<file path="config.mk">
export PLATFORM = sky130hd
export DESIGN_NAME = gsc_lru_select
export DESIGN_NICKNAME = d
export VERILOG_FILES = /design/src/design/gsc_pkg.sv /design/src/design/gsc_lru_select.sv
export SDC_FILE = /design/constraint.sdc
export NUM_CORES = 1
export LEC_CHECK = 0
export ABC_AREA = 0
export BUFFER_PORTS_ARGS = -buffer_cell sky130_fd_sc_hd__buf_2
export CORE_MARGIN = 1
export CORE_UTILIZATION = 30
export DETAILED_ROUTE_END_ITERATION = 10
export SETUP_SLACK_MARGIN = 0.4
export SYNTH_ARGS = -nofsm -noshare
export SYNTH_HDL_FRONTEND = slang
export SYNTH_SLANG_ARGS = --single-unit
</file>
<file path="constraint.sdc">
create_clock -name clock -period 19.45 [get_ports clock]
set_input_delay 0.9725 -clock clock [delete_from_list [all_inputs] [get_ports clock]]
set_output_delay 0.9725 -clock clock [all_outputs]
set_load 0.05 [all_outputs]
</file>
<file path="src/design/gsc_pkg.sv">
// Shared types and constants of the glyph slot cache.
`timescale 1ns / 1ps

package gsc_pkg;

   localparam int CODE_W    = 21;
   localparam int STATUS_W  = 2;
   localparam int SLOT_W    = 8;
   localparam int CELL_W    = 11;
   localparam int CFG_W     = 7;
   localparam int CSR_IDX_W = 1;

   localparam int DEF_SLOT_COUNT   = 256;
   localparam int DEF_GRID_COLUMNS = 16;
   localparam int DEF_STAMP_BITS   = 32;

   localparam logic [CSR_IDX_W-1:0] CSR_CELL_WIDTH  = 1'b0;
   localparam logic [CSR_IDX_W-1:0] CSR_CELL_HEIGHT = 1'b1;

   typedef enum logic [STATUS_W-1:0] {
      STATUS_HIT     = 2'd0,
      STATUS_INSTALL = 2'd1,
      STATUS_SKIP    = 2'd2
   } status_type;

   typedef enum logic [2:0] {
      ST_CLEAR,
      ST_IDLE,
      ST_SCAN,
      ST_DRAIN,
      ST_UPDATE
   } state_type;

   typedef struct packed {
      logic hit;
      logic victim_valid;
   } sel_flags_type;

endpackage

</file>
<file path="src/design/gsc_lru_select.sv">
// Hit match and oldest-slot tracking over the streamed slot entries.
`timescale 1ns / 1ps

module gsc_lru_select import gsc_pkg::*; #(
   parameter int SLOT_COUNT   = DEF_SLOT_COUNT,
   parameter int GRID_COLUMNS = DEF_GRID_COLUMNS,
   parameter int STAMP_BITS   = DEF_STAMP_BITS,
   localparam int IDX_W = $clog2(SLOT_COUNT),
   localparam int COL_W = (GRID_COLUMNS > 1) ? $clog2(GRID_COLUMNS) : 1
) (
   input  logic                  clock,
   input  logic                  reset,
   input  logic                  cmp_valid,
   input  logic [IDX_W-1:0]      cmp_idx,
   input  logic [COL_W-1:0]      cmp_col,
   input  logic [IDX_W-1:0]      cmp_row,
   input  logic                  ent_valid,
   input  logic [CODE_W-1:0]     ent_code,
   input  logic [STAMP_BITS-1:0] ent_stamp,
   input  logic [CODE_W-1:0]     req_code,
   input  logic [STAMP_BITS-1:0] use_count,
   output sel_flags_type         sel_flags,
   output logic [CODE_W-1:0]     victim_code,
   output logic [IDX_W-1:0]      slot_idx,
   output logic [COL_W-1:0]      slot_col,
   output logic [IDX_W-1:0]      slot_row
);

   logic                  hit_ff, hit_in;
   logic [IDX_W-1:0]      hit_idx_ff;
   logic [COL_W-1:0]      hit_col_ff;
   logic [IDX_W-1:0]      hit_row_ff;
   logic [STAMP_BITS-1:0] best_age_ff;
   logic [IDX_W-1:0]      vic_idx_ff;
   logic [COL_W-1:0]      vic_col_ff;
   logic [IDX_W-1:0]      vic_row_ff;
   logic                  vic_valid_ff;
   logic [CODE_W-1:0]     vic_code_ff;

   logic                  first;
   logic                  match;
   logic                  take_hit;
   logic                  take_vic;
   logic [STAMP_BITS-1:0] age;

   always_comb begin
      first    = (cmp_idx == '0);
      match    = ent_valid && (ent_code == req_code);
      take_hit = cmp_valid && match && (first || !hit_ff);
      age      = use_count - ent_stamp;
      take_vic = cmp_valid && (first || (age > best_age_ff));
      hit_in   = hit_ff;
      if (cmp_valid) begin
         hit_in = first ? match : (hit_ff || match);
      end
   end

   always_ff @(posedge clock) begin
      if (reset) begin
         hit_ff <= 1'b0;
      end else begin
         hit_ff <= hit_in;
      end
   end

   always_ff @(posedge clock) begin
      if (take_hit) begin
         hit_idx_ff <= cmp_idx;
         hit_col_ff <= cmp_col;
         hit_row_ff <= cmp_row;
      end
      if (take_vic) begin
         best_age_ff  <= age;
         vic_idx_ff   <= cmp_idx;
         vic_col_ff   <= cmp_col;
         vic_row_ff   <= cmp_row;
         vic_valid_ff <= ent_valid;
         vic_code_ff  <= ent_code;
      end
   end

   always_comb begin
      sel_flags.hit          = hit_ff;
      sel_flags.victim_valid = vic_valid_ff;
      victim_code            = vic_valid_ff ? vic_code_ff : '0;
      slot_idx               = hit_ff ? hit_idx_ff : vic_idx_ff;
      slot_col               = hit_ff ? hit_col_ff : vic_col_ff;
      slot_row               = hit_ff ? hit_row_ff : vic_row_ff;
   end

endmodule
</file>
Yosys cells after proc, flatten, opt, wreduce, memory -nomap -nowiden
Index checks and enable logic that the tools add are counted.
Storage, ports and cells
  flip-flop bits (word level): 95
  input port bits: 130
  output and inout bits: 43
  word-level logic and storage cells: 27
Cells by class
  add/sub/neg operators: 1
  $lt $le $gt $ge: 1
  eq/ne operators: 1
  mux-type cells: 5
  reduce and logical (&&, ||, !) cells: 9
Operators by type and width (count)
  32-bit greater-than comparator: 1
  32-bit subtractor: 1
  21-bit == test: 1
  21-bit two-way mux: 1
  8-bit two-way mux: 2
  8-bit logical NOT: 1
  1-bit logical AND: 4
  4-bit two-way mux: 1
  1-bit logical OR: 3
  1-bit logical NOT: 1
  1-bit two-way mux: 1

Depth between registers and ports, before layout
  depth after elaboration: 4
  depth in mapped cells: 19
  depth with buffers taken out: 19

Worst setup path before layout
OpenSTA, ideal clock, no wires.
  path kind: input to register
  start point: input use_count[0]
  end point: register best_age_ff[0] (enable)
  setup time: 530 ps
  data arrival time: 7573 ps
  data required time: 18920 ps
  slack: 11346 ps
  stages: 17
  path buffers: 0
  path through: inv_1 ha_1 inv_1 fa_1 a21o_1 a221o_1 a211oi_4 o21ai_2 a32oi_2 o31ai_1 xor2_1 ha_1 nand4_1 or4_1 nand4b_1 a21oi_1 a21oi_1
Between the ends
  cells in the longest elaborated chain, start to end: 4
RTL lines
  start: declaration: RTL line gsc_lru_select.sv:21  | input logic [STAMP_BITS-1:0] use_count,
  32-bit subtractor: RTL line gsc_lru_select.sv:50  | age = use_count - ent_stamp;
  net age[28]: RTL line gsc_lru_select.sv:44  | logic [STAMP_BITS-1:0] age;
  32-bit greater-than comparator: RTL line gsc_lru_select.sv:51  | take_vic = cmp_valid && (first || (age > best_age_ff));
  1-bit logical OR: RTL line gsc_lru_select.sv:51
  1-bit logical AND: RTL line gsc_lru_select.sv:51
  net take_vic: RTL line gsc_lru_select.sv:43  | logic take_vic;
  end signal: assignment: RTL line gsc_lru_select.sv:73  | best_age_ff <= age;
  end: declaration: RTL line gsc_lru_select.sv:33  | logic [STAMP_BITS-1:0] best_age_ff;
The timed path passes the listed nets, and every way through them passes these cells.
A chain may end at the register's enable or synchronous reset.

Final worst setup path
  start point: input use_count[0]
  end point: register vic_idx_ff[4] (enable)
Between the ends
  cells in the longest elaborated chain, start to end: 4
RTL lines
  32-bit subtractor: RTL line gsc_lru_select.sv:50
  net age[24]: RTL line gsc_lru_select.sv:44
  32-bit greater-than comparator: RTL line gsc_lru_select.sv:51
  1-bit logical OR: RTL line gsc_lru_select.sv:51
  1-bit logical AND: RTL line gsc_lru_select.sv:51
  net take_vic: RTL line gsc_lru_select.sv:43
  end signal: assignment: RTL line gsc_lru_select.sv:74  | vic_idx_ff <= cmp_idx;
  end: declaration: RTL line gsc_lru_select.sv:34  | logic [IDX_W-1:0] vic_idx_ff;
The timed path passes the listed nets, and every way through them passes these cells.

==> results.toml <==
[run_status]
status = "complete, no violations"

[finish]
syn_to_final_growth_pct = 23.88
fillerInstances = 1954
final_nets = 916
n_antenna_cell = 0
drive_gt1_share_pct = 30.12
layout_commonest_cell = "buf_2"
most-common-layout-cells = "buf_2, edfxtp_1, inv_1"

[drt]
routed_via_density = 4.543
highest_layer = "met4"
wl_met3_um = 612
drcViolationCount = 0
wire_per_inst_um = 13.04
drt-met1-wl_um = 6289
wl_met2_um = 5827
vias = 4507
wl_um = 12930
initialDrtViolationCount = 164
first_pass_iters = 5
route.antenna.remaining_nets = 0

[synth]
ys_seq_area_share_pct = 46.61
syn_nets = 746
synth_cell_type_count = 55
syn_area_um2 = 6098
synth_seq_cells = 95
synth_edf_count = 94
async_reset_ff_share_pct = 0
yosysTopAreaCell = "edfxtp_1"
synth_top_area_share_pct = 46.29
yosys-top-cells-area = "edfxtp_1, ha_1, xnor2_1"
avgSynthCellArea_um2 = 11.05
synthCells = 552
ys_warn_count = 0
synth_ff_type = "edfxtp_1"

[timing]
max_slew_margin_pct = 23.79
clock_skew_ps = 11.44
period_share_pct = 30.78
fmax_ghz = 0.1670
worstMarginPinSlew_ps = 1141
setup-tns-final_ps = 0
fin_ws_ps = 13460
rsz0062_at_grt = "no"
slew_violations = 0
finalSetupViolCount = 0
timing.final.hold_violations = 0
period_minus_slack_ps = 5987

[place]
finalWeightedCongestion = 0.7657
place_ws_ps = 13000
port-buffer-count = 172
dp_hpwl_um = 10170

[grt]
grt_max_degree = 40
grtUsageTotal_pct = 12.87
grt_pass1_wl_um = 20910
grt-ovfl-total = 0
grt_pass1_vias = 4390
antenna_found_initial = 0

[floorplanning]
die_w_um = 144.6
boundaryPins = 173
initial_utilization_pct = 30.93
dieArea_um2 = 20900
die_y_um = 144.6
rows = 51
core_um2 = 19720

[cts]
cts-hold-fix-buffers = 0
cts_buffers = 9
clock-root-buffer = "clkbuf_16"
cts_tree = "built"
htree_levels = 3
cts.reportedPaths.clkPinSlew_ps = 60
clk_latency_ps = 350
postCtsSetupRepairBufs = 0
cts-resized-gates = 0
cts_sinks = 95
cts_buffer_depth = 2

[job]
drv_cap = 0

[setup_path]
cp_data_required_time_ps = 19430
cp_max_fo = 39
endpoint_kind = "flip-flop"
path_class = "primary input to flip-flop"
start_kind = "primary input"
cp_data_arrival_time_ps = 5970

[pwr]
vdd_drop_max_mv = 0.04064
power_density_nw_per_um2 = 89.63
power.leakage_nw = 3.406

[min_path]
hp-class = "primary input to flip-flop"
synth_stat cells (4+ instances only):
| cell | count |
|---|---|
| a21o_1 | 28 |
| a21oi_1 | 40 |
| a31oi_1 | 6 |
| and2_1 | 22 |
| clkbuf_1 | 9 |
| edfxtp_1 | 94 |
| ha_1 | 63 |
| inv_1 | 75 |
| mux2_2 | 20 |
| nand2_1 | 16 |
| nand2b_1 | 4 |
| nand3_1 | 12 |
| nand4_1 | 14 |
| nor2_1 | 10 |
| nor2b_1 | 6 |
| nor3_1 | 6 |
| nor4_1 | 5 |
| o21a_1 | 4 |
| o21ai_0 | 20 |
| xnor2_1 | 38 |
| xor2_1 | 10 |
routing by layer:
metal | track usage, % | vias up
met5 | 0 | -
met2 | 21.26 | 124
met1 | 16.76 | 2026
met3 | 2.219 | 16
met4 | 4.820 | 0
li1 | - | 2341
worst max-delay path, cell delays in order:
cell      delay, ps
buf_2            90
inv_1            40
ha_1            160
inv_1            50
fa_1            390
a21o_1          210
a221o_1         360
a211oi_4        310
o21ai_2         160
a32oi_2         220
o21bai_1        120
xor2_1          170
ha_1            290
nand4_1         150
or4_1           530
nand4b_1        110
a21oi_1          70
a21oi_4         900
buf_4           610
path summary, 6_finish.rpt:
| check | from | to | slack [ps] | depth (start not counted) |
|---|---|---|---|---|
| worst min-delay path | reset | hit_ff$_SDFFE_PP0P_ | 780 | 2 |
| worst min register to register | hit_ff$_SDFFE_PP0P_ | hit_ff$_SDFFE_PP0P_ | 910 | 2 |
| worst max register to register | best_age_ff[17]$_DFFE_PP_ | vic_idx_ff[4]$_DFFE_PP_ | 15940 | 10 |
| worst max-delay path | use_count[0] | vic_idx_ff[4]$_DFFE_PP_ | 13460 | 19 |
cell type report:
cell class | count | area, µm² | share of cell area (%)
multi-input cells | 367 | 2924 | 38.70
flip-flops and latches | 95 | 2843 | 37.63
repair buffers | 174 | 875.8 | 11.59
well taps | 265 | 331.6 | 4.389
inverters | 75 | 281.5 | 3.726
clock buffers | 10 | 229.0 | 3.031
clock inverters | 6 | 70.07 | 0.9275
state kept, by name (all words and copies together) (netlist names):
signal,cells
vic_col_ff,4
vic_row_ff,8
vic_valid_ff,1
hit_ff,1
hit_col_ff,4
best_age_ff,32
vic_code_ff,21
hit_idx_ff,8
hit_row_ff,8
vic_idx_ff,8
logic make-up (layout without fill, tap and decap cells):
logic type | Yosys count | in the layout | synth area share (%)
flops | 95 | 95 | 46.61
mux | 20 | 20 | 3.693
compound gates | 131 | 131 | 14.42
buf+inv | 90 | 265 | 5.683
simple gates | 104 | 104 | 9.438
fa+ha+maj | 64 | 64 | 13.25
xor+xnor | 48 | 48 | 6.894
through the flow:
| stage | power, mW | instance area (µm²) | hold slack [ps] | util (%) | cells |
|---|---|---|---|---|---|
| finish | 0.6771 | 7555 | 779.1 | 38.31 | 992 |
| global route | 0.7222 | 7555 | 771.3 | 38.31 | 992 |
| CTS | 0.6877 | 7555 | 758.2 | 38.31 | 992 |
| detailed placement | 0.5063 | 7256 | 944.4 | 36.80 | 976 |
| global placement | 0.5041 | 7256 | 927.6 | 36.80 | 976 |
| floorplan | 0.4477 | 6098 | 722.0 | - | 552 |
where the power goes:
group / total [mW] / switching, mW / internal, mW
combinational: 0.228 / 0.145 / 0.0823
sequential: 0.272 / 0.00678 / 0.265
clock: 0.178 / 0.0774 / 0.100
No activity file was read; power rests on OpenSTA's default activity.
